File: config.mk
export PLATFORM = sky130hd
export DESIGN_NAME = encoder_volume_control
export DESIGN_NICKNAME = d
export VERILOG_FILES = /design/src/evc_pkg.sv /design/src/evc_cfg.sv /design/src/evc_step.sv /design/src/evc_outbuf.sv /design/src/encoder_volume_control.sv
export SDC_FILE = /design/constraint.sdc
export NUM_CORES = 1
export LEC_CHECK = 0
export ABC_AREA = 1
export BUFFER_PORTS_ARGS = -buffer_cell sky130_fd_sc_hd__buf_2
export CAP_MARGIN = 30
export CORE_MARGIN = 1
export CORE_UTILIZATION = 55
export DETAILED_ROUTE_END_ITERATION = 8
export PLACE_DENSITY_LB_ADDON = 0.08
export RECOVER_POWER = 50
export SETUP_SLACK_MARGIN = 0.1
export SYNTH_ARGS = -nofsm -noshare
export SYNTH_HDL_FRONTEND = slang
export SYNTH_SLANG_ARGS = --single-unit
export TNS_END_PERCENT = 1
File: constraint.sdc
create_clock -name clk_i -period 4.8 [get_ports clk_i]
set_input_delay 0.48 -clock clk_i [delete_from_list [all_inputs] [get_ports clk_i]]
set_output_delay 0.48 -clock clk_i [all_outputs]
set_load 0.05 [all_outputs]
File: src/evc_pkg.sv
`timescale 1ns / 1ps
// ----------------------------------------------------------------------------
// Encoder volume control package
// Shared types and constants for the encoder volume control block.
// ----------------------------------------------------------------------------
package evc_pkg;

  localparam int unsigned VolW  = 5;
  localparam int unsigned TickW = 12;
  localparam int unsigned CfgIdxW  = 2;
  localparam int unsigned CfgDataW = 12;

  // Configuration register indexes.
  localparam logic [CfgIdxW-1:0] REG_VOLUME_MAX    = 2'd0;
  localparam logic [CfgIdxW-1:0] REG_HOLD_TICKS    = 2'd1;
  localparam logic [CfgIdxW-1:0] REG_TIMEOUT_TICKS = 2'd2;

  // Reset values.
  localparam logic [VolW-1:0]  VOLUME_MAX_RST    = 5'd30;
  localparam logic [TickW-1:0] HOLD_TICKS_RST    = 12'd200;
  localparam logic [TickW-1:0] TIMEOUT_TICKS_RST = 12'd2000;
  localparam logic [VolW-1:0]  LEVEL_RST         = 5'd15;
  localparam logic [TickW-1:0] TICK_MAX          = 12'hFFF;

  typedef struct packed {
    logic [VolW-1:0]  volume_max;
    logic [TickW-1:0] hold_ticks;
    logic [TickW-1:0] timeout_ticks;
  } cfg_t;

  typedef struct packed {
    logic [VolW-1:0]  volume;
    logic             volume_cmd;
    logic             adjusting;
    logic [TickW-1:0] adjust_count;
  } result_t;

endpackage

File: src/evc_cfg.sv
`timescale 1ns / 1ps
// ----------------------------------------------------------------------------
// Encoder volume control configuration registers
// Holds the clamp limit, hold threshold and timeout written over the port.
// ----------------------------------------------------------------------------
module evc_cfg
  import evc_pkg::*;
(
  input  logic                clk_i,
  input  logic                rst_ni,
  input  logic                cfg_we_i,
  input  logic [CfgIdxW-1:0]  cfg_idx_i,
  input  logic [CfgDataW-1:0] cfg_data_i,
  output cfg_t                cfg_o
);

  cfg_t cfg_q, cfg_d;

  always_comb begin
    cfg_d = cfg_q;
    if (cfg_we_i) begin
      case (cfg_idx_i)
        REG_VOLUME_MAX:    cfg_d.volume_max    = cfg_data_i[VolW-1:0];
        REG_HOLD_TICKS:    cfg_d.hold_ticks    = cfg_data_i[TickW-1:0];
        REG_TIMEOUT_TICKS: cfg_d.timeout_ticks = cfg_data_i[TickW-1:0];
        default:           cfg_d = cfg_q;
      endcase
    end
  end

  always_ff @(posedge clk_i or negedge rst_ni) begin
    if (!rst_ni) begin
      cfg_q.volume_max    <= VOLUME_MAX_RST;
      cfg_q.hold_ticks    <= HOLD_TICKS_RST;
      cfg_q.timeout_ticks <= TIMEOUT_TICKS_RST;
    end else begin
      cfg_q <= cfg_d;
    end
  end

  assign cfg_o = cfg_q;

endmodule

File: src/evc_step.sv
`timescale 1ns / 1ps
// ----------------------------------------------------------------------------
// Encoder volume control tick logic
// Decodes one pin sample, updates level and adjust-mode state, forms a result.
// ----------------------------------------------------------------------------
module evc_step
  import evc_pkg::*;
(
  input  logic    clk_i,
  input  logic    rst_ni,
  input  cfg_t    cfg_i,
  input  logic    accept_i,
  input  logic    pin_a_i,
  input  logic    pin_b_i,
  output result_t result_o
);

  logic             turn_down_q, turn_down_d;
  logic             armed_q, armed_d;
  logic [VolW-1:0]  level_q, level_d;
  logic             mode_q, mode_d;
  logic [TickW-1:0] ticks_q, ticks_d;

  logic             detent;
  logic [VolW:0]    cand;
  logic [TickW:0]   hold_inc;
  logic [TickW-1:0] ticks_hold;
  logic [TickW-1:0] ticks_inc;
  logic             mode_set;

  always_comb begin
    turn_down_d = turn_down_q;
    armed_d     = armed_q;
    if (!pin_a_i && pin_b_i) begin
      turn_down_d = 1'b1;
      armed_d     = 1'b1;
    end else if (pin_a_i && !pin_b_i) begin
      turn_down_d = 1'b0;
      armed_d     = 1'b1;
    end

    detent = pin_a_i && pin_b_i && armed_q;
    if (detent) begin
      armed_d = 1'b0;
    end

    // Step the level; a step down from zero stays at zero.
    if (!detent) begin
      cand = {1'b0, level_q};
    end else if (turn_down_q) begin
      cand = (level_q == '0) ? '0 : {1'b0, level_q} - 1'b1;
    end else begin
      cand = {1'b0, level_q} + 1'b1;
    end
    level_d = (cand >= {1'b0, cfg_i.volume_max}) ? cfg_i.volume_max : cand[VolW-1:0];

    hold_inc   = {1'b0, cfg_i.hold_ticks} + 1'b1;
    ticks_hold = ticks_q;
    if (detent && (ticks_q > cfg_i.hold_ticks)) begin
      ticks_hold = hold_inc[TickW] ? TICK_MAX : hold_inc[TickW-1:0];
    end

    mode_set  = mode_q || detent;
    ticks_inc = (mode_set && (ticks_hold != TICK_MAX)) ? ticks_hold + 1'b1 : ticks_hold;

    if (ticks_inc >= cfg_i.timeout_ticks) begin
      mode_d  = 1'b0;
      ticks_d = '0;
    end else begin
      mode_d  = mode_set;
      ticks_d = ticks_inc;
    end

    result_o.volume       = level_d;
    result_o.volume_cmd   = detent;
    result_o.adjusting    = mode_d;
    result_o.adjust_count = ticks_d;
  end

  always_ff @(posedge clk_i or negedge rst_ni) begin
    if (!rst_ni) begin
      turn_down_q <= 1'b0;
      armed_q     <= 1'b0;
      level_q     <= LEVEL_RST;
      mode_q      <= 1'b0;
      ticks_q     <= '0;
    end else if (accept_i) begin
      turn_down_q <= turn_down_d;
      armed_q     <= armed_d;
      level_q     <= level_d;
      mode_q      <= mode_d;
      ticks_q     <= ticks_d;
    end
  end

  // The tick counter only runs inside adjust mode.
  a_ticks_idle: assert property (@(posedge clk_i) disable iff (!rst_ni)
    !mode_q |-> (ticks_q == '0))
    else $error("adjust counter nonzero outside adjust mode");

  // A completed detent disarms until the next half step.
  a_detent_disarms: assert property (@(posedge clk_i) disable iff (!rst_ni)
    (accept_i && detent) |=> !armed_q)
    else $error("detent left armed after firing");

  // A detent always enters adjust mode unless the timeout cleared it at once.
  a_cmd_mode: assert property (@(posedge clk_i) disable iff (!rst_ni)
    (accept_i && detent) |=> (mode_q || (ticks_q == '0)))
    else $error("detent did not enter adjust mode");

endmodule

File: src/evc_outbuf.sv
`timescale 1ns / 1ps
// ----------------------------------------------------------------------------
// Encoder volume control output buffer
// Output register plus skid entry, so a new beat is taken while one waits.
// ----------------------------------------------------------------------------
module evc_outbuf
  import evc_pkg::*;
(
  input  logic    clk_i,
  input  logic    rst_ni,
  input  logic    in_valid_i,
  input  result_t in_data_i,
  output logic    in_stall_o,
  output logic    out_valid_o,
  output result_t out_data_o,
  input  logic    out_stall_i
);

  logic    out_valid_q, out_valid_d;
  logic    skid_valid_q, skid_valid_d;
  result_t out_q, out_d;
  result_t skid_q, skid_d;
  logic    take, acc;

  assign take = out_valid_q && !out_stall_i;
  assign acc  = in_valid_i && !skid_valid_q;

  always_comb begin
    out_valid_d  = out_valid_q;
    skid_valid_d = skid_valid_q;
    out_d        = out_q;
    skid_d       = skid_q;
    if (take) begin
      if (skid_valid_q) begin
        out_d = skid_q;
        if (acc) begin
          skid_d = in_data_i;
        end else begin
          skid_valid_d = 1'b0;
        end
      end else begin
        out_valid_d = acc;
        if (acc) begin
          out_d = in_data_i;
        end
      end
    end else if (!out_valid_q) begin
      if (acc) begin
        out_valid_d = 1'b1;
        out_d       = in_data_i;
      end
    end else if (acc) begin
      // Output beat is stalled: park the new beat in the skid entry.
      skid_valid_d = 1'b1;
      skid_d       = in_data_i;
    end
  end

  always_ff @(posedge clk_i or negedge rst_ni) begin
    if (!rst_ni) begin
      out_valid_q  <= 1'b0;
      skid_valid_q <= 1'b0;
    end else begin
      out_valid_q  <= out_valid_d;
      skid_valid_q <= skid_valid_d;
    end
  end

  always_ff @(posedge clk_i) begin
    out_q  <= out_d;
    skid_q <= skid_d;
  end

  assign in_stall_o  = skid_valid_q;
  assign out_valid_o = out_valid_q;
  assign out_data_o  = out_q;

  // The skid entry only fills behind a held output beat.
  a_skid_order: assert property (@(posedge clk_i) disable iff (!rst_ni)
    skid_valid_q |-> out_valid_q)
    else $error("skid entry valid with empty output register");

  // A full buffer facing a stall stays full.
  a_full_holds: assert property (@(posedge clk_i) disable iff (!rst_ni)
    (skid_valid_q && out_stall_i) |=> (skid_valid_q && out_valid_q))
    else $error("buffered beat lost under stall");

endmodule

File: src/encoder_volume_control.sv
`timescale 1ns / 1ps
// ----------------------------------------------------------------------------
// Encoder volume control
// Rotary-encoder volume stepping with clamp, command strobe and adjust timer.
// ----------------------------------------------------------------------------
// Usage:
//   Each input beat carries one sample of the two encoder pins (one tick).
//   Each accepted beat yields exactly one result beat: the clamped volume,
//   the command strobe, the adjust-mode flag and the adjust tick counter.
//   A beat is accepted when in_valid_i is high and in_stall_o is low; a
//   result is taken when out_valid_o is high and out_stall_i is low.
//   The result is registered: it goes into the output register, or into the
//   skid entry while the output beat is held. Throughput is one beat per
//   cycle while in_stall_o is low, set by the single pass of the tick logic.
//   When the receiver stalls, the output register holds its beat and one
//   more beat is parked in a skid entry; in_stall_o rises only when both
//   are full. Reset sets level 15, clears adjust mode and the counter and
//   loads the register defaults (max 30, hold 200, timeout 2000).
//   Configuration is written through cfg_we_i, cfg_idx_i and cfg_data_i.
// ----------------------------------------------------------------------------
module encoder_volume_control
  import evc_pkg::*;
(
  input  logic                clk_i,
  input  logic                rst_ni,
  input  logic                cfg_we_i,
  input  logic [CfgIdxW-1:0]  cfg_idx_i,
  input  logic [CfgDataW-1:0] cfg_data_i,
  input  logic                in_valid_i,
  output logic                in_stall_o,
  input  logic                pin_a_i,
  input  logic                pin_b_i,
  output logic                out_valid_o,
  input  logic                out_stall_i,
  output logic [VolW-1:0]     volume_o,
  output logic                volume_cmd_o,
  output logic                adjusting_o,
  output logic [TickW-1:0]    adjust_count_o
);

  cfg_t    cfg;
  result_t step_res;
  result_t out_res;
  logic    accept;

  assign accept = in_valid_i && !in_stall_o;

  evc_cfg u_cfg (
    .clk_i      (clk_i),
    .rst_ni     (rst_ni),
    .cfg_we_i   (cfg_we_i),
    .cfg_idx_i  (cfg_idx_i),
    .cfg_data_i (cfg_data_i),
    .cfg_o      (cfg)
  );

  evc_step u_step (
    .clk_i    (clk_i),
    .rst_ni   (rst_ni),
    .cfg_i    (cfg),
    .accept_i (accept),
    .pin_a_i  (pin_a_i),
    .pin_b_i  (pin_b_i),
    .result_o (step_res)
  );

  evc_outbuf u_outbuf (
    .clk_i       (clk_i),
    .rst_ni      (rst_ni),
    .in_valid_i  (in_valid_i),
    .in_data_i   (step_res),
    .in_stall_o  (in_stall_o),
    .out_valid_o (out_valid_o),
    .out_data_o  (out_res),
    .out_stall_i (out_stall_i)
  );

  assign volume_o       = out_res.volume;
  assign volume_cmd_o   = out_res.volume_cmd;
  assign adjusting_o    = out_res.adjusting;
  assign adjust_count_o = out_res.adjust_count;

endmodule
Word-level counts from Yosys, hierarchy flattened
Index checks and enable logic that the tools add are counted.
{ "op_classes": {"n_shift": 0, "n_reduce_logical": 26, "add_sub_neg": 4, "eq_ne": 6, "multipliers": 0, "n_div": 0, "mux": 30, "n_bitwise": 0, "n_lt_le_gt_ge": 3} }
{ "op_table": {"columns": ["op", "count"], "rows": [
  ["19-bit 2-to-1 mux", 8],
  ["12-bit 2-to-1 mux", 4],
  ["6-bit 2-to-1 mux", 3],
  ["1-bit 2-to-1 mux", 14],
  ["2-bit AND reduction", 7],
  ["12-bit by 1-bit adder with 13-bit output, second input constant", 1],
  ["12-bit by 1-bit adder with 12-bit output, second input constant", 1],
  ["12-bit greater-or-equal comparator", 1],
  ["12-bit > comparator", 1],
  ["12-bit != test, second input constant", 1],
  ["1-bit logical AND", 8],
  ["5-bit by 1-bit adder with 6-bit output, second input constant", 1],
  ["6-bit by 5-bit greater-or-equal comparator with 1-bit output", 1],
  ["2-bit nonzero test", 3],
  ["5-bit by 1-bit subtractor with 6-bit output, second input constant", 1],
  ["5-bit zero test", 1],
  ["5-bit 2-to-1 mux", 1],
  ["1-bit zero test", 4],
  ["2-bit != test, second input constant", 2],
  ["3-bit nonzero test", 1],
  ["2-bit by 1-bit == test with 1-bit output, second input constant", 1],
  ["2-bit == test, second input constant", 1],
  ["2-bit zero test", 1],
  ["2-bit by 1-bit != test with 1-bit output, second input constant", 1],
  ["1-bit logical OR", 1]
]} }
{ "word_totals": {"n_memories": 0, "inputBits": 21, "romBits": 0, "word_cells": 87, "ram_bits": 0, "reg_bits": 89, "latchBits": 0, "out_inout_bits": 21} }

Longest topological paths before layout
Gate-level depths: netlist of the first run.
{ "depth": {"ltp_word": 12, "mapped_depth": 37, "ltp_nobuf": 34} }

Modules after synthesis
Synthesis of the first run repeated with hierarchy kept, for this count alone.
{ "unflattened": {"hier_cells": 814, "hier_area_um2": 6155.9} }
{ "modules_own_cells": {"columns": ["module", "instances", "cells_per_inst", "area_per_inst_um2", "seq_area_each_um2"], "rows": [
  ["evc_step", 1, 488, 3074.2, 505.5],
  ["evc_outbuf", 1, 193, 1846.8, 1191.1],
  ["evc_cfg", 1, 131, 1224.9, 742.0],
  ["encoder_volume_control", 1, 2, 10.0, 0.0]
]} }

Least setup slack after synthesis of the first run
Ideal clock, no wire load.
{ "synth_path": {"kind": "reg2reg", "from": "reg u_cfg.cfg_q, in the netlist u_cfg.cfg_o[19]", "to": "reg u_outbuf.out_q, in the netlist u_outbuf.out_data_o[0], data pin", "n_path_buf": 3, "setup_ns": 0.141, "period_less_slack_ns": 4.502, "path_stages_with_launch": 32, "t_arrival_ns": 4.361, "setup_slack_ns": 0.298, "cell_sequence": "dfstp_2 > inv_1 > ha_1 > nand4_1 > nor2_1 > nand2_1 > nand3_2 > nand2_2 > buf_6 > o21ai_0 > inv_1 > ha_1 > nand2_2 > nor2_8 > nand3_4 > nand2_4 > buf_4 > nand2_1 > nand2_1 > ha_1 > o21a_1 > o21a_1 > o21ai_0 > nand2_1 > nand2_1 > nand2_1 > nand3_1 > a21oi_1 > nor2_1 > buf_2 > nand3_2 > a21oi_2"} }
{ "synth_rtl": {"columns": ["item", "line_no", "rtl"], "rows": [
  ["start: declaration", "evc_cfg.sv:17", "cfg_t cfg_q, cfg_d;"],
  ["start signal: assignment", "evc_cfg.sv:37", "cfg_q <= cfg_d;"],
  ["end signal: assignment", "evc_outbuf.sv:70", "out_q <= out_d;"],
  ["end: declaration", "evc_outbuf.sv:21", "result_t out_q, out_d;"]
]} }

==> results of run 1 <==
## kinds of logic after synthesis
group	Yosys count	synth area share, %
and+or+nand+nor	301	26.1
AOI/OAI and AO/OA	129	13.1
buffers and inverters	128	9.11
DFF	89	43.3
adders and majority gates	35	7.78
xor gates and xnor gates	4	0.622
## stage by stage
step	instances	hold slack, ns
finish	886	0.346
global route	886	0.339
CTS	868	0.249
detailed placement	852	0.477
floorplan	686	0.184
global placement	852	0.469
## power groups by stage
stage | logic (mW) | clock network [mW] | registers, mW
2_1_floorplan | 1.35 | 0 | 1.60
3_3_place_gp | 2.11 | 0 | 1.32
3_5_place_dp | 2.15 | 0 | 1.33
4_1_cts | 2.17 | 0.529 | 1.31
5_1_grt | 2.69 | 0.560 | 1.35
6_report | 2.42 | 0.522 | 1.32
## worst paths after layout
kind,slack [ns],from,end,depth (start not counted)
min in group asynchronous,1.10,rst_ni,u_step.ticks_q[10]$_DFFE_PN0P_,2
max reg2reg,0.31,u_cfg.cfg_o[19]$_DFFE_PN1P_,u_outbuf.out_data_o[9]$_DFFE_PP_,30
min,0.35,cfg_data_i[6],u_cfg.cfg_o[18]$_DFFE_PN1P_,3
max in group asynchronous,1.88,rst_ni,u_cfg.cfg_o[20]$_DFFE_PN0P_,2
max,0.31,u_cfg.cfg_o[19]$_DFFE_PN1P_,u_outbuf.out_data_o[9]$_DFFE_PP_,30
min reg2reg,0.50,u_cfg.cfg_o[8]$_DFFE_PN1P_,u_cfg.cfg_o[8]$_DFFE_PN1P_,2
## registers in the layout, summed over array words and instances (netlist names)
name / flops
u_step.mode_q: 1
u_outbuf.skid_q: 19
u_step.level_q: 5
u_step.armed_q: 1
u_outbuf.out_data_o: 19
u_cfg.cfg_o: 29
u_step.ticks_q: 12
u_step.turn_down_q: 1
u_outbuf.in_stall_o: 1
u_outbuf.out_valid_o: 1
## placed cells by master, fill, tap and decap left out, types with 5 or more instances in the layout
| cell type | instances |
|---|---|
| dfrtp_1 | 32 |
| ha_1 | 30 |
| o21ai_1 | 11 |
| a21oi_1 | 22 |
| and2_1 | 6 |
| o22ai_1 | 18 |
| edfxtp_1 | 38 |
| nand4_1 | 8 |
| inv_1 | 101 |
| nand2_1 | 153 |
| nand2_2 | 28 |
| nand3_1 | 34 |
| nand3_4 | 7 |
| o21ai_0 | 45 |
| a21oi_2 | 10 |
| nor2_2 | 5 |
| buf_2 | 23 |
| nor2_1 | 32 |
| buf_4 | 22 |
| clkbuf_1 | 21 |
| nand3_2 | 16 |
| dfstp_2 | 17 |
| o21bai_1 | 6 |
| clkbuf_8 | 9 |
## cell usage after synthesis (2+ instances only)
| cell type | number | share of area, % |
|---|---|---|
| nand4_1 | 8 | 0.89 |
| a211oi_1 | 2 | 0.27 |
| buf_2 | 2 | 0.18 |
| ha_1 | 35 | 7.8 |
| o21ai_1 | 9 | 0.80 |
| edfxtp_1 | 38 | 20 |
| buf_6 | 3 | 0.60 |
| o21ai_2 | 3 | 0.47 |
| o21ai_0 | 48 | 4.3 |
| clkbuf_1 | 13 | 0.87 |
| and2_1 | 7 | 0.78 |
| o21a_1 | 4 | 0.53 |
| buf_4 | 2 | 0.27 |
| o21bai_1 | 6 | 0.80 |
| nor3_1 | 3 | 0.27 |
| dfstp_2 | 17 | 7.9 |
| nor2_2 | 3 | 0.33 |
| nor2_4 | 2 | 0.40 |
| nand2_1 | 159 | 11 |
| inv_2 | 3 | 0.20 |
| a21oi_2 | 3 | 0.47 |
| nand3_2 | 20 | 3.6 |
| inv_1 | 104 | 6.9 |
| nand3_1 | 36 | 3.2 |
| dfrtp_1 | 34 | 15 |
| xor2_1 | 4 | 0.62 |
| a21oi_1 | 29 | 2.6 |
| or2_2 | 3 | 0.33 |
| o22ai_1 | 18 | 2.0 |
| nand2_2 | 23 | 2.6 |
| nor2_1 | 34 | 2.3 |
## layer usage
layer  vias to the layer above  global-route usage [%]  wire, um
li1                       2386                       -         -
met1                      2246                    36.1      6230
met4                         0                    8.34       303
met5                         -                       0         0
met2                       146                    44.9      6600
met3                        25                    4.41       702
## area by class of cell
cell class | count | area [um^2]
Sequential cell | 89 | 2440
Inverter | 108 | 423
Timing Repair Buffer | 70 | 404
Multi-Input combinational cell | 470 | 2850
Clock buffer | 9 | 124
Clock inverter | 7 | 68.8
Tap cell | 133 | 166
Fill cell | 846 | 3380
## critical path: cells and delay by family (launching register included)
| kind | cells | cell delay [ns] |
|---|---|---|
| DFF | 1 | 0.60 |
| AOI/OAI and AO/OA | 5 | 0.62 |
| adders and majority gates | 3 | 0.74 |
| buffers and inverters | 6 | 0.63 |
| and+or+nand+nor | 16 | 1.74 |
## repair_timing
action | in CTS | in global routing
endpoints found under the hold margin | 0 | 0
setup endpoints to repair | 0 | 39
resized for setup | 0 | 53
setup buffers | 0 | 15
==> run summary, run 1 <==
• result of the run: complete, but fails checks
• failing checks: capacitance limit, slew limit
• last weighted congestion value of the routability-driven placer: 0.939
• #FFs+latches synth: 89
• share of total power consumed by net switching: 50.0%
• Switch Pwr: 2.13 mW
• slew of the pin with the lowest slew margin: 2.86 ns
• horizontal die dimension: 103 um
• normalized max-slew margin: -90.8%
• final-report max-slew violation count: 52
• average via count per standard cell: 5.42
• DRC violation count after routing: 0
• final hold violation count: 0
• overall track demand over capacity in global routing: 26.9%
• instance area after placement: 5980 um^2
• Slowest-stage cell, CP: dfstp_2
• top fanout value on the critical path: 7
• worst clock skew on the final layout: 0.0161 ns
• top-level I/O count: 42
• wire length of the first global-routing pass: 21.4 mm
• portion of total power attributed to sequential cells: 31.0%
• CTS tree: yes
• max incr delay on CP: 0.60 ns
• Routed Antenna Nets: 0
• post-DR wirelength/cell: 15.6 um
• number of vias after detailed routing: 4803
• Clock transition at path regs: 0.11 ns
• y dimension of the die: 103 um
• Gate power share: 56.8%
• largest net degree at the start of global routing: 52
• floorplan die area: 10600 um^2
• RSZ-0062 raised after global routing: no
• initial antenna violation count: 0
• share of power burned in the clock network: 12.2%
• Post-Route WL: 13.8 mm
• Internal Pwr Total: 2.14 mW
• startpoint class of the critical path: flip-flop
• number of rows created at floorplan: 36
• number of sinks on the clock net: 89
• Antenna Cells: 0
• Final TNS setup: 0 ns
• final worst-path setup slack: 0.309 ns
• H-tree depth reported by CTS: 3
• post-place setup slack: 0.145 ns
• post-layout total power: 4.27 mW
• first-pass iteration count of the detailed router: 5
• clock buffer count from CTS: 9
• count of input and output buffers: 41
• Max Fclk: 223 MHz
• root buffer cell: clkbuf_8
• VDD IR-drop max: 0.343 mV
• FFs w/ async S/R, synth: 57.3%
• sum of net half-perimeters after detailed placement: 9.87 mm
• Warnings, synthesis: 0
• predominant post-synthesis flop cell: edfxtp_1
• GRT Residual Overflow: 0
• number of distinct library cell variants in the gate-level netlist after synthesis: 42
• Worst Setup End Kind: flip-flop
• Final Setup Violations: 0
• Starting Density: 57.1%
• average footprint of a synthesized cell: 8.21 um^2
• Final nets: 804
• number of synthesized flops with an enable pin: 38
• Non-Filler Cell Area, Final: 6480 um^2
• period utilisation layout: 93.6%
• relative area change from synthesis to final layout: 15.1%
• Static Leakage: 3.10 nW
• cts hold-fix bufs: 0
• critical path arrival: 4.72 ns
• type of the worst setup path: reg2reg
• max-capacitance violation count: 1
• initial detailed-routing violation count: 271
• core area: 9860 um^2
• Power per Cell Area: 659 nW/um^2
• via count of the first global-routing pass: 4437
• Synthesized Nets: 742
• maximum root-to-sink buffer count: 2
• cell area after synthesis: 5630 um^2
• final worst path period need: 4.49 ns
• Worst EP required: 5.03 ns
• layout cells sized above 1: 23.2%
• share of synthesized area occupied by flip-flops and latches: 43.3%
• final core occ: 65.7%
• worst min-delay path category: in2reg
• insertion delay to the later sink of the worst-skew pair: 0.37 ns
• Mapped Cells: 686
Note: power is estimated with default switching activity, not from simulation.
==> inputs of run 2 (changes only) <==
--- a/config.mk
+++ b/config.mk
@@ -16,5 +16,6 @@
 export SETUP_SLACK_MARGIN = 0.1
 export SYNTH_ARGS = -nofsm -noshare
 export SYNTH_HDL_FRONTEND = slang
+export SYNTH_HIERARCHICAL = 1
 export SYNTH_SLANG_ARGS = --single-unit
 export TNS_END_PERCENT = 1
==> constraint.sdc (replaced) <==
create_clock -name clk_i -period 3.77 [get_ports clk_i]
set_input_delay 0.377 -clock clk_i [delete_from_list [all_inputs] [get_ports clk_i]]
set_output_delay 0.377 -clock clk_i [all_outputs]
set_load 0.05 [all_outputs]
==> run summary, run 2 <==
• post-place setup slack: -0.573 ns
• predominant post-synthesis flop cell: edfxtp_1
• floorplan die area: 11600 um^2
• leading post-synthesis cells by cell area: edfxtp_1 19%, nand2_1 16%, dfrtp_1 14%
• Clock transition at path regs: 0.10 ns
• most frequent cells after synthesis: 256 x nand2_1, 125 x inv_1, 75 x nand3_1, 39 x nand4_1, 39 x nor2_1
• GRT Residual Overflow: 0
• first-pass iteration count of the detailed router: 6
• max-capacitance violation count: 1
• slew of the pin with the lowest slew margin: 2.12 ns
• maximum root-to-sink buffer count: 2
• VDD IR-drop max: 0.269 mV
• number of vias after detailed routing: 5682
• layout cells sized above 1: 30.2%
• multi-input logic area: 3250 um^2
• max reg flops: 29
• insertion delay to the later sink of the worst-skew pair: 0.38 ns
• number of synthesized flops with an enable pin: 38
• number of sinks on the clock net: 89
• y dimension of the die: 108 um
• count of input and output buffers: 41
• post-DR wirelength/cell: 14.5 um
• cell area after synthesis: 6160 um^2
• Power per Cell Area: 345 nW/um^2
• overall track demand over capacity in global routing: 29.6%
• via count of the first global-routing pass: 5481
• number of distinct library cell variants in the gate-level netlist after synthesis: 43
• wire length of the first global-routing pass: 26.4 mm
• Max Fclk: 231 MHz
• core area: 10900 um^2
• initial antenna violation count: 0
• root buffer cell: clkbuf_8
• Slowest-stage cell, CP: dfstp_2
• Static Leakage: 3.91 nW
• period utilisation layout: 115%
• Met1 Wirelength: 7.38 mm
• Final nets: 1006
• most frequent cell after synthesis: nand2_1
• CTS tree: yes
• average via count per standard cell: 5.19
• Warnings, synthesis: 6
• sum of net half-perimeters after detailed placement: 12.1 mm
• most frequent cells in the layout: 245 x nand2_1, 119 x inv_1, 105 x buf_4, 73 x nand3_1
• most common cell type on the critical path: nand2_1
• final hold violation count: 0
• Final Setup Violations: 39
• largest net degree at the start of global routing: 38
• Worst EP required: 4.03 ns
• relative area change from synthesis to final layout: 24.3%
• #FFs+latches synth: 89
• critical path arrival: 4.58 ns
• Routed Antenna Nets: 0
• Non-Filler Cell Area, Final: 7650 um^2
• Antenna Cells: 0
• DRC violation count after routing: 0
• Top Metal Used: met4
• instance area after placement: 7240 um^2
• Worst Setup End Kind: flip-flop
• last weighted congestion value of the routability-driven placer: 0.900
• worst clock skew on the final layout: 0.0185 ns
• top fanout value on the critical path: 7
• normalized max-slew margin: -41.2%
• initial detailed-routing violation count: 360
• storage element area: 2440 um^2
• H-tree depth reported by CTS: 3
• leading cell type in the layout, fill and taps excluded: nand2_1
• startpoint class of the critical path: flip-flop
• Synthesized Nets: 871
• share of synthesized area occupied by flip-flops and latches: 39.6%
• Post-Route WL: 15.9 mm
• area share of the largest cell type after synthesis: 18.5%
• max incr delay on CP: 0.54 ns
• horizontal die dimension: 108 um
• fill count: 908
• failing checks: capacitance limit, slew limit, setup timing
• type of the worst setup path: reg2reg
• final worst path period need: 4.32 ns
• Starting Density: 56.5%
• number of rows created at floorplan: 38
• RSZ-0062 raised after global routing: yes
• worst min-delay path category: in2reg
• area leader, netlist: edfxtp_1
• post-layout total power: 2.64 mW
• met3 routed wirelength: 716 um
• result of the run: complete, but fails checks
• top-level I/O count: 42
• Mapped Cells: 814
• clock buffer count from CTS: 9
• final worst-path setup slack: -0.554 ns
• Met2 Wirelength: 7.56 mm
• average footprint of a synthesized cell: 7.56 um^2
• final-report max-slew violation count: 38
• FFs w/ async S/R, synth: 57.3%
[run 2: final cells by class]
class / instances / area share, %
Multi-Input combinational cell: 560 / 42.5
Sequential cell: 89 / 31.9
Timing Repair Buffer: 151 / 13.8
Inverter: 137 / 6.90
Tap cell: 140 / 2.29
Clock buffer: 10 / 1.67
Clock inverter: 6 / 0.883
Timing Repair inverter: 1 / 0.114
[run 2: per-layer routing]
metal	track usage, %	up-vias
li1	-	2872
met2	48.5	151
met4	8.12	0
met5	0	-
met3	4.36	25
met1	40.7	2634
[run 2: worst max-delay path: cells and delay by family (launching register included)]
family,cells,cell delay (ns)
flops,1,0.54
simple gates,20,2.04
fa+ha+maj,2,0.52
buf+inv,6,0.51
compound gates,5,0.62
[run 2: report_power, final]
part	switching [mW]	internal (mW)	leakage, nW
clock network	0.357	0.310	0.0960
registers	0.0404	1.09	0.930
logic	0.489	0.351	2.88
total	0.887	1.75	3.91
[run 2: what timing repair did]
action / in CTS / in global routing
hold buffers: 0 / 0
endpoints found under the setup margin: 39 / 40
gates cloned: 0 / 1
setup buffers: 1 / 3
pin swaps: 10 / 21
gates resized for setup: 19 / 33
[run 2: through the flow]
stage	hold slack (ns)	setup TNS [ns]	util, %	cells
2_1_floorplan	0.0814	-13.39	-	814
3_3_place_gp	0.458	-12.45	66.5	1073
3_5_place_dp	0.455	-15.10	66.5	1073
4_1_cts	0.149	-11.79	68.9	1090
5_1_grt	0.256	-24.89	70.3	1094
6_report	0.246	-15.05	70.3	1094
[run 2: final timing paths]
| path | startpoint | to | slack, ns | cells past startpoint |
|---|---|---|---|---|
| worst max-delay path | u_cfg/cfg_o[15]$_DFFE_PN1P_ | u_outbuf/out_data_o[7]$_DFFE_PP_ | -0.55 | 33 |
| worst min-delay path | cfg_data_i[2] | u_cfg/cfg_o[26]$_DFFE_PN1P_ | 0.25 | 3 |
| worst max register to register | u_cfg/cfg_o[15]$_DFFE_PN1P_ | u_outbuf/out_data_o[7]$_DFFE_PP_ | -0.55 | 33 |
| worst min register to register | u_cfg/cfg_o[8]$_DFFE_PN1P_ | u_cfg/cfg_o[8]$_DFFE_PN1P_ | 0.46 | 2 |
| max in group asynchronous | rst_ni | u_cfg/cfg_o[21]$_DFFE_PN0P_ | 1.61 | 2 |
| min in group asynchronous | rst_ni | u_outbuf/in_stall_o$_DFFE_PN0P_ | 0.62 | 1 |
[run 2: kinds of logic (layout without fill, tap and decap cells)]
kind of cell / Yosys count / in the layout / share of synthesized area (%)
simple gates: 459 / 459 / 35.2
buf+inv: 165 / 305 / 11.4
flops: 89 / 89 / 39.6
compound gates: 58 / 58 / 5.55
fa+ha+maj: 36 / 36 / 7.32
xor+xnor: 7 / 7 / 0.996
